`config.mk`:
```
export PLATFORM = sky130hd
export DESIGN_NAME = rope_phase
export DESIGN_NICKNAME = d
export VERILOG_FILES = /design/src/rtl/core/rotary_position_embedding_top_macros.svh /design/src/rtl/core/rope_pkg.sv /design/src/rtl/core/rope_phase.sv
export SDC_FILE = /design/constraint.sdc
export NUM_CORES = 1
export LEC_CHECK = 0
export BUFFER_PORTS_ARGS = -buffer_cell sky130_fd_sc_hd__buf_2
export CAP_MARGIN = 0
export CORE_MARGIN = 1
export CORE_UTILIZATION = 40
export DETAILED_ROUTE_END_ITERATION = 8
export SYNTH_ARGS = -nofsm -noshare
export SYNTH_HDL_FRONTEND = slang
export SYNTH_SLANG_ARGS = --single-unit
```
`constraint.sdc`:
```
create_clock -name clk -period 8.5 [get_ports clk]
set_input_delay 1.7 -clock clk [delete_from_list [all_inputs] [get_ports clk]]
set_output_delay 1.7 -clock clk [all_outputs]
set_load 0.02 [all_outputs]
```
`src/rtl/core/rotary_position_embedding_top_macros.svh`:
```
// Assertion macros for the rotary position embedding block.
// Needs clk and arst_n in the scope of the including module.
`ifndef ROTARY_POSITION_EMBEDDING_TOP_MACROS_SVH
`define ROTARY_POSITION_EMBEDDING_TOP_MACROS_SVH

// Same-cycle implication, checked out of reset.
`define ROPE_ASSERT_SAME(lbl, ante, cons) \
	lbl: assert property (@(posedge clk) disable iff (!arst_n) (ante) |-> (cons)) \
		else $error("rope: same-cycle check failed");

// Next-cycle implication, checked out of reset.
`define ROPE_ASSERT_NEXT(lbl, ante, cons) \
	lbl: assert property (@(posedge clk) disable iff (!arst_n) (ante) |=> (cons)) \
		else $error("rope: next-cycle check failed");

`endif

```
`src/rtl/core/rope_pkg.sv`:
```
// Shared types, constants and elaboration-time table builders for the RoPE block.
// No dependencies.
`default_nettype none

package rope_pkg;

	localparam int unsigned HEAD_DIM_DEF   = 128;
	localparam int unsigned THETA_BASE_DEF = 10000;

	localparam int NPAIRS       = 64;
	localparam int PAIR_W       = $clog2(NPAIRS);
	localparam int CORDIC_STEPS = 18;
	localparam int LANE_W       = 16;
	localparam int POS_W        = 16;
	localparam int FREQ_W       = 40;
	localparam int ANGLE_W      = 32;
	localparam int XY_W         = 33;
	localparam int Z_W          = 32;

	localparam logic [63:0] INV_TWO_PI_Q32 = 64'd683565276;
	localparam logic signed [XY_W-1:0] CORDIC_GAIN_Q30 = 33'sd652032874;

	// Arctangents of 2^-i in binary-angle units (one turn = 2^32).
	localparam logic [Z_W-1:0] ATAN_BA [CORDIC_STEPS] = '{
		32'h20000000, 32'h12E4051E, 32'h09FB385B, 32'h051111D4, 32'h028B0D43,
		32'h0145D7E1, 32'h00A2F61E, 32'h00517C55, 32'h0028BE53, 32'h00145F2F,
		32'h000A2F98, 32'h000517CC, 32'h00028BE6, 32'h000145F3, 32'h0000A2FA,
		32'h0000517D, 32'h000028BE, 32'h0000145F
	};

	typedef struct packed {
		logic signed [LANE_W-1:0] q_even;
		logic signed [LANE_W-1:0] q_odd;
		logic signed [LANE_W-1:0] k_even;
		logic signed [LANE_W-1:0] k_odd;
	} lanes_t;

	typedef struct packed {
		lanes_t     lanes;
		logic [1:0] quad;
	} carry_t;

	typedef struct packed {
		logic signed [XY_W-1:0] x;
		logic signed [XY_W-1:0] y;
		logic signed [Z_W-1:0]  z;
	} rot_t;

	typedef logic [FREQ_W-1:0] freq_tab_t [NPAIRS];

	function automatic logic [63:0] isqrt64(input logic [63:0] n_in);
		logic [63:0] n;
		logic [63:0] res;
		logic [63:0] b;
		n   = n_in;
		res = '0;
		b   = 64'd1 << 62;
		while (b > n) b = b >> 2;
		while (b != 64'd0) begin
			if (n >= res + b) begin
				n   = n - (res + b);
				res = (res >> 1) + b;
			end else begin
				res = res >> 1;
			end
			b = b >> 2;
		end
		return res;
	endfunction

	// Restoring long division, used only while building the table.
	function automatic logic [63:0] udiv64(input logic [63:0] num, input logic [63:0] den);
		logic [64:0] rem;
		logic [63:0] quo;
		rem = '0;
		quo = '0;
		for (int i = 63; i >= 0; i--) begin
			rem = {rem[63:0], num[i]};
			if (rem >= {1'b0, den}) begin
				rem    = rem - {1'b0, den};
				quo[i] = 1'b1;
			end
		end
		return quo;
	endfunction

	// Per-pair frequency in turns per position, Q0.40.
	function automatic freq_tab_t build_freq_tab(input int unsigned lanes_per_head,
		input int unsigned theta_base);
		freq_tab_t   tab;
		logic [63:0] t;
		logic [63:0] m;
		logic [63:0] lg;
		logic [63:0] e;
		logic [63:0] ei;
		logic [63:0] f;
		logic [63:0] r;
		logic [63:0] c [31];
		int          n;
		t = 64'(theta_base);
		if (t < 64'd1) t = 64'd1;
		n = 0;
		while ((t >> (n + 1)) != 64'd0) n++;
		m  = (t << 30) >> n;
		lg = 64'(n) << 30;
		for (int k = 1; k <= 30; k++) begin
			m = (m * m) >> 30;
			if (m >= (64'd1 << 31)) begin
				m  = m >> 1;
				lg = lg | (64'd1 << (30 - k));
			end
		end
		c[0] = '0;
		c[1] = isqrt64(64'd1 << 63);
		for (int k = 2; k <= 30; k++) c[k] = isqrt64(c[k-1] << 32);
		for (int j = 0; j < NPAIRS; j++) begin
			e  = udiv64(lg * 64'd2 * 64'(j), 64'(lanes_per_head));
			ei = e >> 30;
			f  = e & ((64'd1 << 30) - 64'd1);
			r  = 64'd1 << 32;
			for (int k = 1; k <= 30; k++) begin
				if (f[30-k]) r = (r * c[k]) >> 32;
			end
			r = (ei > 64'd32) ? 64'd0 : (r >> ei);
			tab[j] = FREQ_W'((r * INV_TWO_PI_Q32 + (64'd1 << 23)) >> 24);
		end
		return tab;
	endfunction

endpackage

`default_nettype wire

```
`src/rtl/core/rope_phase.sv`:
```
// Frequency lookup and phase multiply: two pipeline stages ahead of the CORDIC row.
// Depends on rope_pkg.
`default_nettype none

module rope_phase #(
	parameter int unsigned HEAD_DIM   = rope_pkg::HEAD_DIM_DEF,
	parameter int unsigned THETA_BASE = rope_pkg::THETA_BASE_DEF
) (
	input  wire logic                          clk,
	input  wire logic                          arst_n,
	input  wire logic                          en,
	input  wire logic                          v_in,
	input  wire logic [rope_pkg::POS_W-1:0]    token_position,
	input  wire logic [rope_pkg::PAIR_W-1:0]   pair_index,
	input  wire rope_pkg::lanes_t              lanes_in,
	output logic                               v_out,
	output logic [rope_pkg::ANGLE_W-1:0]       angle,
	output rope_pkg::lanes_t                   lanes_out
);
	import rope_pkg::*;

	localparam freq_tab_t FreqTab = build_freq_tab(HEAD_DIM, THETA_BASE);

	logic                v_s1;
	logic [FREQ_W-1:0]   freq_s1;
	logic [POS_W-1:0]    pos_s1;
	lanes_t              lanes_s1;
	logic                v_s2;
	logic [ANGLE_W-1:0]  angle_s2;
	lanes_t              lanes_s2;
	logic [FREQ_W-1:0]   phase;

	// phase wraps modulo one turn (2^40)
	assign phase = FREQ_W'(pos_s1) * freq_s1;

	always_ff @(posedge clk or negedge arst_n) begin
		if (!arst_n) begin
			v_s1 <= 1'b0;
			v_s2 <= 1'b0;
		end else if (en) begin
			v_s1 <= v_in;
			v_s2 <= v_s1;
		end
	end

	always_ff @(posedge clk) begin
		if (en) begin
			freq_s1  <= FreqTab[pair_index];
			pos_s1   <= token_position;
			lanes_s1 <= lanes_in;
			angle_s2 <= phase[FREQ_W-1 -: ANGLE_W];
			lanes_s2 <= lanes_s1;
		end
	end

	assign v_out     = v_s2;
	assign angle     = angle_s2;
	assign lanes_out = lanes_s2;

endmodule

`default_nettype wire

```
==> results_dict.tcl, run 1 <==
set metrics [dict create \
    status "finished, final reports clean" \
    hold_viol 0 \
    startpoint_type "flip-flop" \
    setup_viol 0 \
    ys_ff_latch 216 \
    clock_path_buffers 3 \
    cts_tree "done" \
    port-buffer-count 186 \
    grt_overflow 0 \
    timing.final.crit_share_pct 83.10 \
    grt_start_max_net_pins 99 \
    dr.pass1.iters 6 \
    cts_sinks 216 \
    finalSetupTns_ps 0 \
    drive_gt1_share_pct 11.19 \
    antenna_found_initial 0 \
    postCtsSetupBuffers 0 \
    h-tree-depth 1 \
    route.vias.total 17940 \
    fp.dieH_um 247.9 \
    crit_path_frequent_cell "fa_1" \
    placed_cells 3296 \
    avgSynthCellArea_um2 9.874 \
    hpwl_mm 51.16 \
    vias_per_cell 5.362 \
    syn_to_final_growth_pct 10.45 \
    cp_cell_sequence "buf_4 > nand2_1 > fa_1 > inv_1 > fa_1 > inv_1 > fa_1 > inv_1 > fa_1 > fa_1 > inv_1 > fa_1 > inv_1 > ha_1 > nor4_1 > o21ai_0 > a31oi_1 > o21ai_2 > a31oi_2 > nand2b_1 > a311oi_1 > nor2_1" \
    io_pins 187 \
    synthCells 2449 \
    worst_slack_ps 1437 \
    final.setup_skew_ps 15.21 \
    synth_nets 3038 \
    post_synth_num_cell_types 69 \
    cts_root_buffer "clkbuf_16" \
    rsz0062_at_grt "no" \
    required_ps 8840 \
    min_period_ps 7063 \
    drt-wirelength-per-cell_um 20.28 \
    reg2reg_slack_ps 1440 \
    ys.flop_type "edfxtp_1" \
    fmax_mhz 141.6 \
    synth_edf_count 214 \
    cts_buffers 27 \
    grt_pass1_vias 19170 \
    slew_violations 0 \
    holdCritStartpoint "lanes_s1[46]" \
    r2r-end "angle[29]" \
    r2r_cells 22 \
    seq_area_frac_synth_pct 26.78 \
    drt-initial-drc-count 1791 \
    worstHoldPathType "flip-flop to flip-flop" \
    path_max_fanout 20 \
    placementRows 89 \
    reg2reg_from "pos_s1[3]" \
    drv_cap 0 \
    hold_path_end "lanes_out[46]" \
    wl_mm 67.87 \
    critPathKind "flip-flop to flip-flop" \
    netlist_area_um2 24180 \
    die_x_um 247.9 \
    path_delay_family "adder cells" \
    async_flop_share_pct 0.9259 \
    grt_util_all_layers_pct 22.69 \
    slowest_stage "edfxtp_1" \
    grt_pass1_wl_mm 107.2 \
    gp_congestion 0.9279 \
    stdcell_count 3346 \
    cts_resized 0 \
    clk_pin_slew_worst_paths_ps 70 \
    start_util_pct 40.74 \
    tightest_slew_ps 1017 \
    ant_nets 0 \
    ys_warn_count 0 \
    cp_slowest_stage_delay_ps 880 \
    worst-path-buf-inv 6 \
    num-nets-final 3141 \
    drc 0 \
    clock_latency_ps 600 \
    n_fill_cell 5555 \
    pre_cts_ws_ps 1491 \
    postCtsHoldBufs 0 \
    dieArea_um2 61440 \
    final_util_pct 45.00 \
    hold-path-cell-count 0 \
    critical_path_arrival_ps 7400 \
    max_slew_margin_pct 32.18 \
    antennaDiodeCount 0 \
    endpoint_kind "flip-flop" \
    core_area_um2 59350 \
]
==> cells in the final DEF, fill, tap and decap left out, types with 5 or more instances in the layout <==
| cell | synthesis | final |
|---|---|---|
| ha_1 | 85 | 85 |
| edfxtp_1 | 214 | 214 |
| o211ai_1 | 18 | 18 |
| and3_1 | 5 | 5 |
| o31ai_1 | 5 | 5 |
| or3_1 | 5 | 5 |
| a31oi_1 | 20 | 20 |
| clkbuf_16 | 0 | 27 |
| and2_1 | 181 | 181 |
| buf_4 | 1 | 33 |
| fa_1 | 414 | 414 |
| o21ai_0 | 67 | 67 |
| inv_1 | 467 | 467 |
| a311oi_1 | 7 | 7 |
| o221ai_1 | 8 | 8 |
| xnor2_1 | 43 | 43 |
| o22ai_1 | 5 | 5 |
| a21o_1 | 11 | 11 |
| nand4_1 | 6 | 6 |
| nor2_1 | 76 | 76 |
| xor2_1 | 12 | 12 |
| nor2b_1 | 7 | 7 |
| nor3_1 | 13 | 13 |
| nand2_1 | 415 | 415 |
| nand2b_1 | 8 | 8 |
| a211oi_1 | 12 | 12 |
| clkinvlp_4 | 0 | 6 |
| clkinv_2 | 0 | 8 |
| o21a_1 | 8 | 8 |
| buf_2 | 5 | 184 |
| a21oi_1 | 81 | 81 |
| o311ai_0 | 13 | 13 |
| nand3_1 | 23 | 23 |
==> layout make-up <==
type / instances / area [um^2] / share of cell area, %
clock buffers: 27 / 675.6 / 2.530
flip-flops and latches: 216 / 6476 / 24.25
well taps: 773 / 967.2 / 3.621
multi-input cells: 1619 / 15390 / 57.62
repair buffers: 218 / 1184 / 4.432
inverters: 470 / 1764 / 6.605
clock inverters: 23 / 251.5 / 0.9416
==> registers in the layout, summed over array words and instances, names as in the netlist <==
signal	cells
angle	32
lanes_out	64
v_out	1
freq_s1	38
v_s1	1
pos_s1	16
lanes_s1	64
==> per-layer routing <==
layer / GRT usage, % / vias to the layer above / share of wire (%) / routed length [um]
met2: 37.08 / 894 / 47 / 31990
li1: - / 7859 / - / -
met1: 29.62 / 9039 / 40 / 27210
met3: 4.671 / 148 / 9.1 / 6183
met5: 0 / - / 0 / 0
met4: 8.571 / 0 / 3.7 / 2484
==> stage by stage <==
stage | area (um^2) | hold WS (ps)
2_1_floorplan | 24180 | 400.3
4_1_cts | 26710 | 415.0
3_5_place_dp | 25780 | 404.5
5_1_grt | 26710 | 422.0
6_report | 26710 | 415.1
3_3_place_gp | 25780 | 400.5
==> cell families after synthesis <==
family | synth area share, %
AND/OR/NAND/NOR | 14.15
buffers and inverters | 9.573
adder cells (fa/ha/maj) | 38.67
AO/OA/AOI/OAI | 8.460
flip-flops | 26.78
XOR/XNOR | 1.992
multiplexers | 0.3674
==> worst max-delay path by stage <==
stage               from         to  cells after the start
6_report       pos_s1[3]  angle[29]                     22
5_1_grt        pos_s1[3]  angle[31]                     23
4_1_cts        pos_s1[3]  angle[31]                     21
3_5_place_dp   pos_s1[4]  angle[31]                     21
3_3_place_gp   pos_s1[4]  angle[31]                     21
2_1_floorplan  pos_s1[1]  angle[24]                     24
==> synth_stat cells, types with 5 or more instances <==
cell      number  area [um^2]
and2_1       181         1132
and3_1         5        31.28
a31oi_1       20        125.1
a21o_1        11        82.58
o21a_1         8        60.06
a211oi_1      12        90.09
fa_1         414         8288
nor3_1        13        65.06
nand2_1      415         1558
xnor2_1       43        376.6
buf_2          5        25.02
a21oi_1       81        405.4
or3_1          5        31.28
xor2_1        12        105.1
o211ai_1      18        135.1
a311oi_1       7        61.31
clkbuf_1     126        473.0
o31ai_1        5        37.54
nor2b_1        7        43.79
o21ai_0       67        335.3
o311ai_0      13        113.9
o22ai_1        5        31.28
ha_1          85         1064
nor2_1        76        285.3
edfxtp_1     214         6426
nand3_1       23        115.1
inv_1        467         1753
nand4_1        6        37.54
buf_1         12        45.04
o221ai_1       8        70.07
nand2b_1       8        50.05
Power of run 1 is left out: the tool's default activity adds up to more than one toggle a clock period on the data nets, which glitch-free logic cannot reach.
==> run 2, diff against run 1 <==
==> constraint.sdc (replaced) <==
create_clock -name clk -period 7 [get_ports clk]
set_input_delay 1.4 -clock clk [delete_from_list [all_inputs] [get_ports clk]]
set_output_delay 1.4 -clock clk [all_outputs]
set_load 0.02 [all_outputs]
==> run 2 against run 1 <==
Routed wire length fell by 2.1%. First-iteration DRC count down 3.9%. Highest routed layer is now met5. Utilization increased by 0.44 points. Sequential share of layout area down 0.24 points. Final area up 0.98%. Sequential cell count stayed put. Die area unchanged. Global-route usage down 0.58 points. Via count shrank 1.0%. Count of clock-buffer cells in the layout is 7 higher. Largest cell class unchanged. Non-clock buffer count up 18.
==> results_dict.tcl, run 2 (same netlist as run 1, synthesis figures left out) <==
set metrics [dict create \
    reg2reg_slack_ps 360 \
    fp.dieH_um 247.9 \
    hpwl_mm 49.74 \
    final_util_pct 45.44 \
    clk_pin_slew_worst_paths_ps 60 \
    startpoint_type "flip-flop" \
    r2r_cells 21 \
    die_x_um 247.9 \
    drt-initial-drc-count 1722 \
    core_area_um2 59350 \
    gp_congestion 0.9772 \
    grt_pass1_wl_mm 104.5 \
    drive_gt1_share_pct 11.31 \
    startpoint "freq_s1[20]" \
    cts_root_buffer "clkbuf_16" \
    placementRows 89 \
    antenna_found_initial 2 \
    start_util_pct 40.74 \
    grt_util_all_layers_pct 22.11 \
    endpoint "angle[29]" \
    dr.pass1.iters 6 \
    hold_viol 0 \
    n_fill_cell 5594 \
    whs_ps 416.2 \
    cp_cell_sequence "nand2_1 > fa_1 > inv_1 > fa_1 > inv_1 > fa_1 > inv_1 > fa_1 > fa_1 > inv_1 > fa_1 > inv_1 > ha_1 > a21o_1 > a211o_1 > a31oi_1 > o21ai_2 > a31oi_2 > nand2b_1 > a311oi_1 > nor2_1" \
    min_period_ps 6637 \
    clock_path_buffers 3 \
    grt_overflow 0 \
    final.setup_skew_ps 48.51 \
    slowest_stage "edfxtp_1" \
    path_delay_family "adder cells" \
    drc 0 \
    dieArea_um2 61440 \
    max_slew_margin_pct 36.46 \
    setup_viol 0 \
    path_max_fanout 12 \
    ant_nets 0 \
    grt_start_max_net_pins 126 \
    cts_buffers 27 \
    h-tree-depth 1 \
    fmax_mhz 150.7 \
    cts_tree "done" \
    final_cell_mix "inv_1 (467), nand2_1 (415), fa_1 (414), edfxtp_1 (214), buf_2 (184)" \
    cts_resized 0 \
    status "finished, final reports clean" \
    worstHoldPathType "flip-flop to flip-flop" \
    cts_sinks 216 \
    clock_latency_ps 590 \
    worst-path-buf-inv 5 \
    endpoint_kind "flip-flop" \
    rsz0062_at_grt "no" \
    required_ps 7300 \
    path_depth 21 \
    crit_path_frequent_cell "fa_1" \
    tightest_slew_ps 953.1 \
    antennaDiodeCount 0 \
    grt_pass1_vias 18970 \
    reg2reg_from "freq_s1[20]" \
    wl_mm 66.45 \
    io_pins 187 \
    num-nets-final 3159 \
    r2r-end "angle[29]" \
    critPathKind "flip-flop to flip-flop" \
    slew_violations 0 \
    drt-wirelength-per-cell_um 19.76 \
    mostFrequentLayoutCell "inv_1" \
    port-buffer-count 186 \
    syn_to_final_growth_pct 11.54 \
    route.vias.total 17760 \
    cp_slowest_stage_delay_ps 670 \
    timing.final.crit_share_pct 94.81 \
    critical_path_arrival_ps 6940 \
    vias_per_cell 5.280 \
    finalSetupTns_ps 0 \
    drv_cap 0 \
]
-- run 2: cell count changes in the layout (fill, tap and decap cells not counted), sizes merged --
cell	previous run	this run
clkinv	13	10
inv	471	468
clkinvlp	6	2
clkbuf	27	35
buf	218	235
bufinv	3	5
-- run 2: layout make-up --
type | count | area [um^2] | area share [%]
clock buffers | 34 | 701.9 | 2.603
clock inverters | 15 | 217.7 | 0.8072
inverters | 470 | 1764 | 6.541
multi-input cells | 1619 | 15390 | 57.06
flip-flops and latches | 216 | 6476 | 24.01
well taps | 773 | 967.2 | 3.586
repair buffers | 236 | 1454 | 5.391
-- run 2: worst min path at each step --
stage	start	to	slack, ps	cells past startpoint
2_1_floorplan	lanes_s1[0]	lanes_out[0]	400	0
3_3_place_gp	lanes_s1[22]	lanes_out[22]	400	0
3_5_place_dp	lanes_s1[1]	lanes_out[1]	400	0
4_1_cts	lanes_s1[6]	lanes_out[6]	410	0
5_1_grt	lanes_s1[6]	lanes_out[6]	420	0
6_report	lanes_s1[6]	lanes_out[6]	420	0
-- run 2: per-stage QoR --
step,setup WS [ps],cells,area (um^2)
floorplan,831.6,2449,24180
global placement,359.1,3312,26030
detailed placement,260.0,3312,26030
CTS,234.3,3361,26950
global route,61.50,3363,26970
finish,363.3,3363,26970
-- run 2: layer usage --
metal  part of all wire, %  routed length (um)  track usage (%)
met2                    46               30670            35.47
met1                    41               27560            28.87
met3                   8.3                5507            4.952
met4                   4.1                2705            9.076
met5                 0.020                  13                0
-- run 2: timing repair --
action | in CTS | in global routing
hold buffers | 0 | 0
hold endpoints to repair | 0 | 0
setup endpoints to repair | 0 | 2
setup buffers | 0 | 2
-- run 2: worst reg2reg max path, cell delays in order, from the launching register on --
cell	delay [ps]
edfxtp_1	670
nand2_1	170
fa_1	530
inv_1	60
fa_1	550
inv_1	60
fa_1	510
inv_1	60
fa_1	490
fa_1	510
inv_1	50
fa_1	470
inv_1	40
ha_1	340
a21o_1	200
a211o_1	270
a31oi_1	200
o21ai_2	170
a31oi_2	460
nand2b_1	200
a311oi_1	310
nor2_1	60
Power of run 2 is left out for the same reason.
