--- src/rtl/core/rotary_position_embedding_top_macros.svh ---
// Assertion macros for the rotary position embedding block.
// Needs clk and arst_n in the scope of the including module.
`ifndef ROTARY_POSITION_EMBEDDING_TOP_MACROS_SVH
`define ROTARY_POSITION_EMBEDDING_TOP_MACROS_SVH

// Same-cycle implication, checked out of reset.
`define ROPE_ASSERT_SAME(lbl, ante, cons) \
	lbl: assert property (@(posedge clk) disable iff (!arst_n) (ante) |-> (cons)) \
		else $error("rope: same-cycle check failed");

// Next-cycle implication, checked out of reset.
`define ROPE_ASSERT_NEXT(lbl, ante, cons) \
	lbl: assert property (@(posedge clk) disable iff (!arst_n) (ante) |=> (cons)) \
		else $error("rope: next-cycle check failed");

`endif

--- src/rtl/core/rope_pkg.sv ---
// Shared types, constants and elaboration-time table builders for the RoPE block.
// No dependencies.
`default_nettype none

package rope_pkg;

	localparam int unsigned HEAD_DIM_DEF   = 128;
	localparam int unsigned THETA_BASE_DEF = 10000;

	localparam int NPAIRS       = 64;
	localparam int PAIR_W       = $clog2(NPAIRS);
	localparam int CORDIC_STEPS = 18;
	localparam int LANE_W       = 16;
	localparam int POS_W        = 16;
	localparam int FREQ_W       = 40;
	localparam int ANGLE_W      = 32;
	localparam int XY_W         = 33;
	localparam int Z_W          = 32;

	localparam logic [63:0] INV_TWO_PI_Q32 = 64'd683565276;
	localparam logic signed [XY_W-1:0] CORDIC_GAIN_Q30 = 33'sd652032874;

	// Arctangents of 2^-i in binary-angle units (one turn = 2^32).
	localparam logic [Z_W-1:0] ATAN_BA [CORDIC_STEPS] = '{
		32'h20000000, 32'h12E4051E, 32'h09FB385B, 32'h051111D4, 32'h028B0D43,
		32'h0145D7E1, 32'h00A2F61E, 32'h00517C55, 32'h0028BE53, 32'h00145F2F,
		32'h000A2F98, 32'h000517CC, 32'h00028BE6, 32'h000145F3, 32'h0000A2FA,
		32'h0000517D, 32'h000028BE, 32'h0000145F
	};

	typedef struct packed {
		logic signed [LANE_W-1:0] q_even;
		logic signed [LANE_W-1:0] q_odd;
		logic signed [LANE_W-1:0] k_even;
		logic signed [LANE_W-1:0] k_odd;
	} lanes_t;

	typedef struct packed {
		lanes_t     lanes;
		logic [1:0] quad;
	} carry_t;

	typedef struct packed {
		logic signed [XY_W-1:0] x;
		logic signed [XY_W-1:0] y;
		logic signed [Z_W-1:0]  z;
	} rot_t;

	typedef logic [FREQ_W-1:0] freq_tab_t [NPAIRS];

	function automatic logic [63:0] isqrt64(input logic [63:0] n_in);
		logic [63:0] n;
		logic [63:0] res;
		logic [63:0] b;
		n   = n_in;
		res = '0;
		b   = 64'd1 << 62;
		while (b > n) b = b >> 2;
		while (b != 64'd0) begin
			if (n >= res + b) begin
				n   = n - (res + b);
				res = (res >> 1) + b;
			end else begin
				res = res >> 1;
			end
			b = b >> 2;
		end
		return res;
	endfunction

	// Restoring long division, used only while building the table.
	function automatic logic [63:0] udiv64(input logic [63:0] num, input logic [63:0] den);
		logic [64:0] rem;
		logic [63:0] quo;
		rem = '0;
		quo = '0;
		for (int i = 63; i >= 0; i--) begin
			rem = {rem[63:0], num[i]};
			if (rem >= {1'b0, den}) begin
				rem    = rem - {1'b0, den};
				quo[i] = 1'b1;
			end
		end
		return quo;
	endfunction

	// Per-pair frequency in turns per position, Q0.40.
	function automatic freq_tab_t build_freq_tab(input int unsigned lanes_per_head,
		input int unsigned theta_base);
		freq_tab_t   tab;
		logic [63:0] t;
		logic [63:0] m;
		logic [63:0] lg;
		logic [63:0] e;
		logic [63:0] ei;
		logic [63:0] f;
		logic [63:0] r;
		logic [63:0] c [31];
		int          n;
		t = 64'(theta_base);
		if (t < 64'd1) t = 64'd1;
		n = 0;
		while ((t >> (n + 1)) != 64'd0) n++;
		m  = (t << 30) >> n;
		lg = 64'(n) << 30;
		for (int k = 1; k <= 30; k++) begin
			m = (m * m) >> 30;
			if (m >= (64'd1 << 31)) begin
				m  = m >> 1;
				lg = lg | (64'd1 << (30 - k));
			end
		end
		c[0] = '0;
		c[1] = isqrt64(64'd1 << 63);
		for (int k = 2; k <= 30; k++) c[k] = isqrt64(c[k-1] << 32);
		for (int j = 0; j < NPAIRS; j++) begin
			e  = udiv64(lg * 64'd2 * 64'(j), 64'(lanes_per_head));
			ei = e >> 30;
			f  = e & ((64'd1 << 30) - 64'd1);
			r  = 64'd1 << 32;
			for (int k = 1; k <= 30; k++) begin
				if (f[30-k]) r = (r * c[k]) >> 32;
			end
			r = (ei > 64'd32) ? 64'd0 : (r >> ei);
			tab[j] = FREQ_W'((r * INV_TWO_PI_Q32 + (64'd1 << 23)) >> 24);
		end
		return tab;
	endfunction

endpackage

`default_nettype wire

--- src/rtl/core/rope_cordic_cell.sv ---
// One CORDIC rotation step as a registered cell of the row.
// Depends on rope_pkg.
`default_nettype none

module rope_cordic_cell #(
	parameter int STEP = 0
) (
	input  wire logic              clk,
	input  wire logic              arst_n,
	input  wire logic              en,
	input  wire logic              v_in,
	input  wire rope_pkg::rot_t    rot_in,
	input  wire rope_pkg::carry_t  carry_in,
	output logic                   v_out,
	output rope_pkg::rot_t         rot_out,
	output rope_pkg::carry_t       carry_out
);
	import rope_pkg::*;

	localparam logic signed [Z_W-1:0] Atan = signed'(ATAN_BA[STEP]);

	logic   v_q;
	rot_t   rot_q;
	carry_t carry_q;
	rot_t   rot_nx;

	// shifts round toward minus infinity
	always_comb begin
		if (rot_in.z >= 0) begin
			rot_nx.x = rot_in.x - (rot_in.y >>> STEP);
			rot_nx.y = rot_in.y + (rot_in.x >>> STEP);
			rot_nx.z = rot_in.z - Atan;
		end else begin
			rot_nx.x = rot_in.x + (rot_in.y >>> STEP);
			rot_nx.y = rot_in.y - (rot_in.x >>> STEP);
			rot_nx.z = rot_in.z + Atan;
		end
	end

	always_ff @(posedge clk or negedge arst_n) begin
		if (!arst_n) begin
			v_q <= 1'b0;
		end else if (en) begin
			v_q <= v_in;
		end
	end

	always_ff @(posedge clk) begin
		if (en) begin
			rot_q   <= rot_nx;
			carry_q <= carry_in;
		end
	end

	assign v_out     = v_q;
	assign rot_out   = rot_q;
	assign carry_out = carry_q;

endmodule

`default_nettype wire

--- config.mk ---
export PLATFORM = sky130hd
export DESIGN_NAME = rope_cordic_cell
export DESIGN_NICKNAME = d
export VERILOG_FILES = /design/src/rtl/core/rotary_position_embedding_top_macros.svh /design/src/rtl/core/rope_pkg.sv /design/src/rtl/core/rope_cordic_cell.sv
export SDC_FILE = /design/constraint.sdc
export NUM_CORES = 1
export LEC_CHECK = 0
export ABC_AREA = 1
export BUFFER_PORTS_ARGS = -buffer_cell sky130_fd_sc_hd__buf_2
export CAP_MARGIN = 15
export CORE_MARGIN = 1.5
export CORE_UTILIZATION = 30
export CTS_CLUSTER_SIZE = 28
export DETAILED_ROUTE_END_ITERATION = 10
export MAX_ROUTING_LAYER = met4
export PLACE_DENSITY = 0.47
export SLEW_MARGIN = 10
export SYNTH_ARGS = -nofsm -noshare
export SYNTH_HDL_FRONTEND = slang
export SYNTH_SLANG_ARGS = --single-unit
export TNS_END_PERCENT = 50
--- constraint.sdc ---
create_clock -name clk -period 0.9 [get_ports clk]
set_input_delay 0 -clock clk [delete_from_list [all_inputs] [get_ports clk]]
set_output_delay 0 -clock clk [all_outputs]
set_load 0.05 [all_outputs]
==> results of run 1 <==
## logic make-up after synthesis
| family | after synthesis | synth area share, % |
|---|---|---|
| flip-flops | 164 | 38.4 |
| adder cells (fa/ha/maj) | 109 | 10.9 |
| XOR/XNOR | 28 | 1.92 |
| multiplexers | 1 | 0.0880 |
| buffers and inverters | 385 | 12.3 |
| AND/OR/NAND/NOR | 959 | 30.8 |
| AO/OA/AOI/OAI | 132 | 5.52 |
## final timing paths
path,depth (start not counted),start,slack [ns],end
min in group asynchronous,3,arst_n,0.38,v_out$_DFFE_PN0P_
max reg2reg,1,v_out$_DFFE_PN0P_,0.13,v_out$_DFFE_PN0P_
min reg2reg,1,v_out$_DFFE_PN0P_,0.55,v_out$_DFFE_PN0P_
max,15,rot_in[42],-0.54,rot_out[51]$_DFFE_PP_
min,2,rot_in[30],-0.09,rot_out[30]$_DFFE_PP_
max in group asynchronous,3,arst_n,0.41,v_out$_DFFE_PN0P_
## through the flow
stage	worst slack, ns	area [um2]
2_1_floorplan	-0.639	13700
3_3_place_gp	-1.17	18000
3_5_place_dp	-1.19	18000
4_1_cts	-0.488	22400
5_1_grt	-0.598	24000
6_report	-0.536	24000
## worst max-delay path, delay by kind of cell
family / cells / cell delay [ns]
adder cells (fa/ha/maj): 1 / 0.35
buffers and inverters: 4 / 0.31
AND/OR/NAND/NOR: 10 / 0.97
## repair_timing
action,4_1_cts,5_1_grt
endpoints found under the hold margin,103,1
pin swaps,188,197
setup endpoints to repair,227,228
setup buffers,56,42
resized for setup,704,439
## cells in the final DEF, fill, tap and decap left out, types with 15 or more instances in the layout
master | synthesis | routed
nand4_1 | 17 | 17
ha_1 | 105 | 66
a21oi_2 | 0 | 39
nor2_1 | 108 | 34
buf_6 | 5 | 221
clkbuf_16 | 0 | 17
nand2_4 | 0 | 76
buf_8 | 0 | 17
inv_4 | 0 | 19
edfxtp_1 | 163 | 163
xor2_1 | 28 | 15
inv_1 | 341 | 243
nor2_4 | 1 | 59
nand3_1 | 159 | 100
inv_2 | 1 | 74
nand3_2 | 1 | 50
nor2_2 | 8 | 24
nand2_1 | 642 | 382
buf_12 | 0 | 20
buf_4 | 16 | 282
ha_4 | 0 | 33
a21oi_1 | 77 | 26
nand2_2 | 8 | 183
buf_2 | 18 | 172
dlygate4sd3_1 | 0 | 101
## metal layers
metal	track usage, %	up-vias
li1	-	7133
met1	31.9	6814
met2	41.2	452
met3	3.70	96
met4	9.38	0
met5	-	-
## power by group
group          total [mW]  leakage (nW)  switching [mW]  internal [mW]
clock network        7.49         0.287            3.54           3.96
registers            9.84          1.61           0.438           9.40
logic                16.3          9.92            9.66           6.62
total                33.6          11.8            13.6           20.0
## registers in the layout, summed over array words and instances, names as in the netlist
name       cells
rot_out       97
carry_out     66
v_out          1
## area by class of cell
type,count,area (um2)
sequential,164,4920
timing repair buffer,813,7130
clock buffer,18,429
antenna,1,2.50
clock inverter,14,160
multi-input combinational,1229,9340
tap,539,674
inverter,342,1380
fill,3775,18000
==> results.json, run 1 <==
{
  "synth-main-ff-cell": "edfxtp_1",
  "die_h_um": 210,
  "synth_edf_count": 163,
  "dieArea_um2": 43900,
  "maxCapViolations": 0,
  "numCtsBuffers": 17,
  "syn2layout_area_growth_pct": 87.8,
  "routed_via_density": 4.65,
  "grt_use_total_pct": 25.3,
  "vias": 14500,
  "grt_pass1_vias": 14400,
  "hold_viol_final": 2,
  "powerDensity_nw_per_um2": 1400,
  "path_cells": "buf_8, inv_8, ha_4, buf_12, nand2_8, nor2_4, inv_4, nor3_4, nand2_2, nand2_4, nand2_2, nand2_1, nand2_1, nand3_1, nand2_2",
  "die_x_um": 210,
  "dr.pass1.iters": 5,
  "wl_per_cell_um": 17.9,
  "max-clock-path-buffers": 2,
  "max_stage_delay_ns": 0.35,
  "cts_hold_buf": 101,
  "synth-seq-area-share_pct": 38.4,
  "p_leak_nw": 11.8,
  "cp_max_fo": 7,
  "synth_seq_cells": 164,
  "crit_required_ns": 1.11,
  "clk_pin_slew_ns": 0.07,
  "synth.yosys.warnings": 0,
  "synth_top_area_cell": "edfxtp_1",
  "crit_type": "in2reg",
  "syn_area_per_cell_um2": 7.20,
  "end_kind": "flip-flop",
  "setup_slack_ns": -0.536,
  "wl_met1_um": 24300,
  "yosysTopAreaCellShare_pct": 38.2,
  "power_mw": 33.6,
  "dpl.hpwl_um": 43300,
  "ant_nets": 0,
  "antenna_found_initial": 1,
  "drive_gt1_share_pct": 53.8,
  "fin_hold_ws_ns": -0.0911,
  "final_core_util_pct": 57.2,
  "drt-initial-drc-count": 709,
  "route.met2.wl_um": 26400,
  "ir_drop_mv": 1.25,
  "pin_count": 333,
  "crit_path_top_delay_cell": "ha_4",
  "initial_core_util_pct": 30.4,
  "cts.sink_count": 164,
  "insertion_delay_ns": 0.45,
  "overflow": 0,
  "rsz0062_at_grt": "yes",
  "hp-class": "in2reg",
  "slew_headroom_pct": 74.6,
  "async_flop_share_pct": 0.610,
  "h-tree-depth": 4,
  "cp.arrival_ns": 1.64,
  "yosys-top-cells-count": "642 x nand2_1, 341 x inv_1, 163 x edfxtp_1",
  "fin_skew_ns": 0,
  "finalSetupViolations": 228,
  "placed_cells": 2903,
  "ys_top_cells_by_area": "edfxtp_1 38%, nand2_1 19%, ha_1 10%",
  "post-route-drc-count": 0,
  "routed_wl_um": 55700,
  "fmax_mhz": 696,
  "syn_inst": 1778,
  "gp_congestion": 0.966,
  "violations": "hold timing, setup timing",
  "drv_slew": 0,
  "min_period_over_period_pct": 160,
  "cts_tree": "built",
  "cts_root_buf": "clkbuf_16",
  "synth_area_um2": 12800,
  "status": "finished, violations left",
  "yosysMostFrequentCell": "nand2_1",
  "port_buffers": 332,
  "cp_common_cell": "nand2_2",
  "period_minus_slack_ns": 1.44,
  "setup_tns_ns": -45.38,
  "grt_max_degree": 35,
  "layout.nets": 2844,
  "coreArea_um2": 42000,
  "fin_cells": 3120,
  "syn_nets": 2055,
  "tightest_slew_ns": 0.377,
  "dr_wl_met3_um": 2950,
  "grt_pass1_wl_um": 81100,
  "top_layer_used": "met4",
  "rows": 75,
  "synth_cell_types": 35,
  "cp-start-kind": "input port"
}
(Power assumes the default switching activity.)
==> run 2: changes to the inputs <==
Settings changed: TNS_END_PERCENT 50 to 30.
==> run 2 against run 1 <==
The flow finishes with violations (setup timing). Critical path depth decreased by 4. Sequential power decreased by 0.6%. Count of clock-buffer cells in the layout unchanged. Register-to-register slack about the same. Sequential cell count unchanged. Final cell count decreased by 0.67%. Maximum frequency increased by 0.58%. Critical endpoint is now rot_out[47]$_DFFE_PP_.
==> results.json, run 2 (synthesis gave the netlist of run 1 again) <==
{
  "p_leak_nw": 11.6,
  "grt_pass1_wl_um": 79000,
  "port_buffers": 332,
  "crit_required_ns": 1.15,
  "tightest_slew_ns": 0.434,
  "layout_commonest_cell": "nand2_1",
  "final_cell_mix": "406 x nand2_1, 269 x buf_4, 259 x inv_1",
  "die_x_um": 210,
  "max-clock-path-buffers": 2,
  "period_minus_slack_ns": 1.43,
  "path_cells": "buf_2, inv_2, ha_4, nand2_4, buf_6, nor3_4, nand2_1, nand2_2, xor2_1, nand2_1, o21ai_2",
  "fmax_mhz": 700,
  "max_stage_delay_ns": 0.39,
  "cp.arrival_ns": 1.68,
  "initial_core_util_pct": 30.4,
  "crit_type": "in2reg",
  "fin_skew_ns": 0,
  "cpLargestDelayFamily": "simple AND/OR/NAND/NOR gates",
  "cp_max_fo": 8,
  "path_buf_inv": 3,
  "wl_per_cell_um": 17.3,
  "rsz0062_at_grt": "yes",
  "cts.sink_count": 164,
  "placed_cells": 2893,
  "status": "finished, violations left",
  "cp-start-kind": "input port",
  "rows": 75,
  "dp_slack_ns": -1.19,
  "drv_slew": 0,
  "cts_tree": "built",
  "fin_hold_ws_ns": 0.0469,
  "grt_pass1_vias": 14000,
  "coreArea_um2": 42000,
  "largest_reg_flops": 97,
  "cts_root_buf": "clkbuf_16",
  "gp_congestion": 0.963,
  "vias": 14200,
  "dr.pass1.iters": 5,
  "slew_headroom_pct": 70.7,
  "die_h_um": 210,
  "end_kind": "flip-flop",
  "routed_via_density": 4.58,
  "power_mw": 32.9,
  "post-route-drc-count": 0,
  "setup_slack_ns": -0.528,
  "drt-initial-drc-count": 688,
  "insertion_delay_ns": 0.44,
  "ant_nets": 0,
  "syn2layout_area_growth_pct": 81.9,
  "violations": "setup timing",
  "drive_gt1_share_pct": 51.2,
  "cp_common_cell": "nand2_1",
  "routed_wl_um": 53700,
  "finalSetupViolations": 229,
  "pin_count": 333,
  "hp-class": "in2reg",
  "clk_pin_slew_ns": 0.07,
  "ir_drop_mv": 1.05,
  "min_period_over_period_pct": 159,
  "overflow": 0,
  "h-tree-depth": 4,
  "dpl.hpwl_um": 42900,
  "hold_viol_final": 0,
  "numCtsBuffers": 17,
  "fin_cells": 3099,
  "powerDensity_nw_per_um2": 1410,
  "setup_tns_ns": -45.70,
  "crit_path_top_delay_cell": "ha_4",
  "dieArea_um2": 43900,
  "maxCapViolations": 0,
  "layout.nets": 2823,
  "grt_max_degree": 42,
  "antenna_found_initial": 1,
  "grt_use_total_pct": 24.6
}
-- run 2: repair_timing --
action	CTS	global route
setup buffers	46	37
endpoints found under the hold margin	105	0
pin swaps	177	153
gates resized for setup	616	349
hold buffers	102	0
endpoints found under the setup margin	227	229
-- run 2: worst paths after layout --
check	startpoint	to	slack, ns	cells after the start
min in group asynchronous	arst_n	v_out$_DFFE_PN0P_	0.44	3
worst max register to register	v_out$_DFFE_PN0P_	v_out$_DFFE_PN0P_	0.14	1
max in group asynchronous	arst_n	v_out$_DFFE_PN0P_	0.35	3
worst min register to register	v_out$_DFFE_PN0P_	v_out$_DFFE_PN0P_	0.54	1
worst max-delay path	rot_in[45]	rot_out[47]$_DFFE_PP_	-0.53	11
worst min-delay path	en	carry_out[6]$_DFFE_PP_	0.05	2
-- run 2: final cells by class --
cell class	instances	area, um2
well taps	539	674
inverters	342	1370
repair buffers	792	6510
diodes	1	2.50
flip-flops and latches	164	4920
multi-input cells	1229	9210
clock inverters	14	163
fillers	3872	18800
clock buffers	18	429
-- run 2: stage by stage --
stage          util (%)  area, um2
4_1_cts            51.9      21800
3_5_place_dp       42.3      17800
6_report           55.4      23300
3_3_place_gp       42.3      17800
2_1_floorplan         -      13500
5_1_grt            55.4      23300
-- run 2: report_power, final --
| part | internal (mW) | total (mW) | leakage [nW] | switching [mW] |
|---|---|---|---|---|
| sequential | 9.40 | 9.78 | 1.61 | 0.380 |
| clock | 4.17 | 7.55 | 0.282 | 3.38 |
| combinational | 6.11 | 15.5 | 9.67 | 9.43 |
| total | 19.7 | 32.9 | 11.6 | 13.2 |
-- run 2: per-layer routing --
layer  GRT usage (%)  share of wire [%]  vias to the layer above  routed length [um]
met1            31.1                 44                     6623               23700
met2            41.4                 49                      405               26100
li1                -                  -                     7090                   -
met4            7.84                2.7                        0                1450
met3            2.38                4.6                       63                2480
met5               -                  0                        -                   0
==> run 3: changes to the inputs <==
Clock period 0.9 ns to 1.4 ns, I/O delays scaled along.
==> run 3 against run 2 <==
Largest power group unchanged. Via count down 3.7%. First-iteration DRC count grew 1.0%. Critical endpoint is now rot_out[52]$_DFFE_PP_. The flow still finishes with violations (setup timing). Highest routed layer unchanged. Count of clock-buffer cells in the layout is 1 lower. Register-to-register slack gained 0.51 ns.
==> results.json, run 3 (synthesis gave the netlist of run 1 again) <==
{
  "status": "finished, violations left",
  "violations": "setup timing",
  "hp-class": "in2reg",
  "finalSetupViolations": 7,
  "slew_headroom_pct": 66.3,
  "setup_slack_ns": -0.0488,
  "dieArea_um2": 43900,
  "finalInstanceArea_um2": 20100,
  "vias": 13700,
  "numCtsBuffers": 17,
  "path_buf_inv": 3,
  "clk_pin_slew_ns": 0.07,
  "layout.nets": 2734,
  "crit_required_ns": 1.59,
  "routed_via_density": 4.54,
  "cts_tree": "built",
  "combPwrFrac_pct": 43.0,
  "final_core_util_pct": 47.9,
  "fin_skew_ns": 0,
  "end_kind": "flip-flop",
  "p_leak_nw": 10.3,
  "max-clock-path-buffers": 2,
  "switching_share_pct": 41.1,
  "routed_wl_um": 50800,
  "drive_gt1_share_pct": 39.0,
  "period_minus_slack_ns": 1.45,
  "drt-initial-drc-count": 695,
  "cts_root_buf": "clkbuf_16",
  "cp.arrival_ns": 1.64,
  "grt_use_total_pct": 23.5,
  "clkPwrFrac_pct": 24.5,
  "gp_congestion": 0.937,
  "rsz0062_at_grt": "yes",
  "insertion_delay_ns": 0.44,
  "path_cells": "buf_12, ha_4, fa_2, inv_4, nand3_2, nand2_2, buf_4, nand2_2, nand2_4, nand2_2, nand2_1, nand2_1, nand3_2, nand2_2",
  "initial_core_util_pct": 30.4,
  "seqPwrFrac_pct": 32.5,
  "multiInputGateArea_um2": 7780,
  "hold_viol_final": 0,
  "ant_nets": 0,
  "rows": 75,
  "dpl.hpwl_um": 41700,
  "crit_type": "in2reg",
  "fin_cells": 3010,
  "powerDensity_nw_per_um2": 950,
  "cts.sink_count": 164,
  "min_period_over_period_pct": 103,
  "seq_area_um2": 4920,
  "h-tree-depth": 4,
  "die_x_um": 210,
  "port_buffers": 332,
  "placed_cells": 2863,
  "final_cell_mix": "531 x nand2_1, 326 x buf_2, 305 x inv_1",
  "grt_pass1_wl_um": 75400,
  "post-route-drc-count": 0,
  "largest_reg_flops": 97,
  "overflow": 0,
  "layout_commonest_cell": "nand2_1",
  "grt_max_degree": 38,
  "max_stage_delay_ns": 0.42,
  "setup_tns_ns": -0.178,
  "cp_common_cell": "nand2_2",
  "drv_slew": 0,
  "grt_pass1_vias": 13400,
  "wl_per_cell_um": 16.9,
  "ir_drop_mv": 0.838,
  "n_fill_cell": 4226,
  "syn2layout_area_growth_pct": 57.3,
  "cp_max_fo": 4,
  "p_switching_mw": 7.86,
  "cpLargestDelayFamily": "simple AND/OR/NAND/NOR gates",
  "die_h_um": 210,
  "placed_cell_area_um2": 17400,
  "pin_count": 333,
  "dr.pass1.iters": 5,
  "p_int_mw": 11.3,
  "maxCapViolations": 0,
  "fmax_mhz": 690,
  "cp-start-kind": "input port",
  "antenna_found_initial": 1,
  "tightest_slew_ns": 0.501,
  "coreArea_um2": 42000,
  "crit_path_top_delay_cell": "fa_2"
}
## run 3: worst min-delay path, delay by kind of cell
family	cells	cell delay [ns]
simple gates	3	0.23
buf+inv	1	0.08
xor+xnor	1	0.15
## run 3: timing repair
item,CTS,global route
setup endpoints to repair,50,51
endpoints found under the hold margin,121,1
cloned,0,0
buffers inserted,2,10
gates resized for setup,79,217
pin swaps,7,68
hold buffers,101,1
## run 3: per-layer routing
layer  vias up  GRT usage (%)  routed length [um]  share of wire (%)
li1       6901              -                   -                  -
met1      6317           29.2               22700                 45
met2       384           40.0               24500                 48
met3        52           3.10                2360                4.6
met4         0           7.12                1200                2.4
met5         -              -                   0                  0
## run 3: metrics by stage
step                setup WS, ns  hold slack [ns]  total power, mW
global route             -0.0966            0.146             20.1
floorplan                 -0.140           -0.296             10.8
global placement          -0.703           -0.224             13.7
finish                   -0.0488            0.131             19.1
detailed placement        -0.704           -0.221             13.7
CTS                      -0.0232        0.0000580             18.8
## run 3: area by class of cell
cell class              count  area share (%)
diodes                      1          0.0124
clock buffers              17            2.11
clock inverters            15           0.783
inverters                 342            6.49
multi-input cells        1229            38.6
flip-flops and latches    164            24.4
well taps                 539            3.35
repair buffers            703            24.2
## run 3: power by group through the flow
stage          clock network, mW  logic (mW)  registers (mW)
2_1_floorplan                  0        2.75            8.09
3_3_place_gp                   0        7.34            6.33
3_5_place_dp                   0        7.37            6.33
4_1_cts                     4.81        7.80            6.23
5_1_grt                     5.01        8.83            6.26
6_report                    4.69        8.23            6.21
## run 3: worst paths after layout
check                                  start  depth (start not counted)  slack, ns                    end
setup / recovery                  rot_in[65]                         14      -0.05  rot_out[52]$_DFFE_PP_
hold / removal                    rot_in[64]                          5       0.13  rot_out[64]$_DFFE_PP_
setup reg to reg           v_out$_DFFE_PN0P_                          1       0.65      v_out$_DFFE_PN0P_
hold reg to reg            v_out$_DFFE_PN0P_                          1       0.53      v_out$_DFFE_PN0P_
max in group asynchronous             arst_n                          3       0.92      v_out$_DFFE_PN0P_
min in group asynchronous             arst_n                          3       0.38      v_out$_DFFE_PN0P_
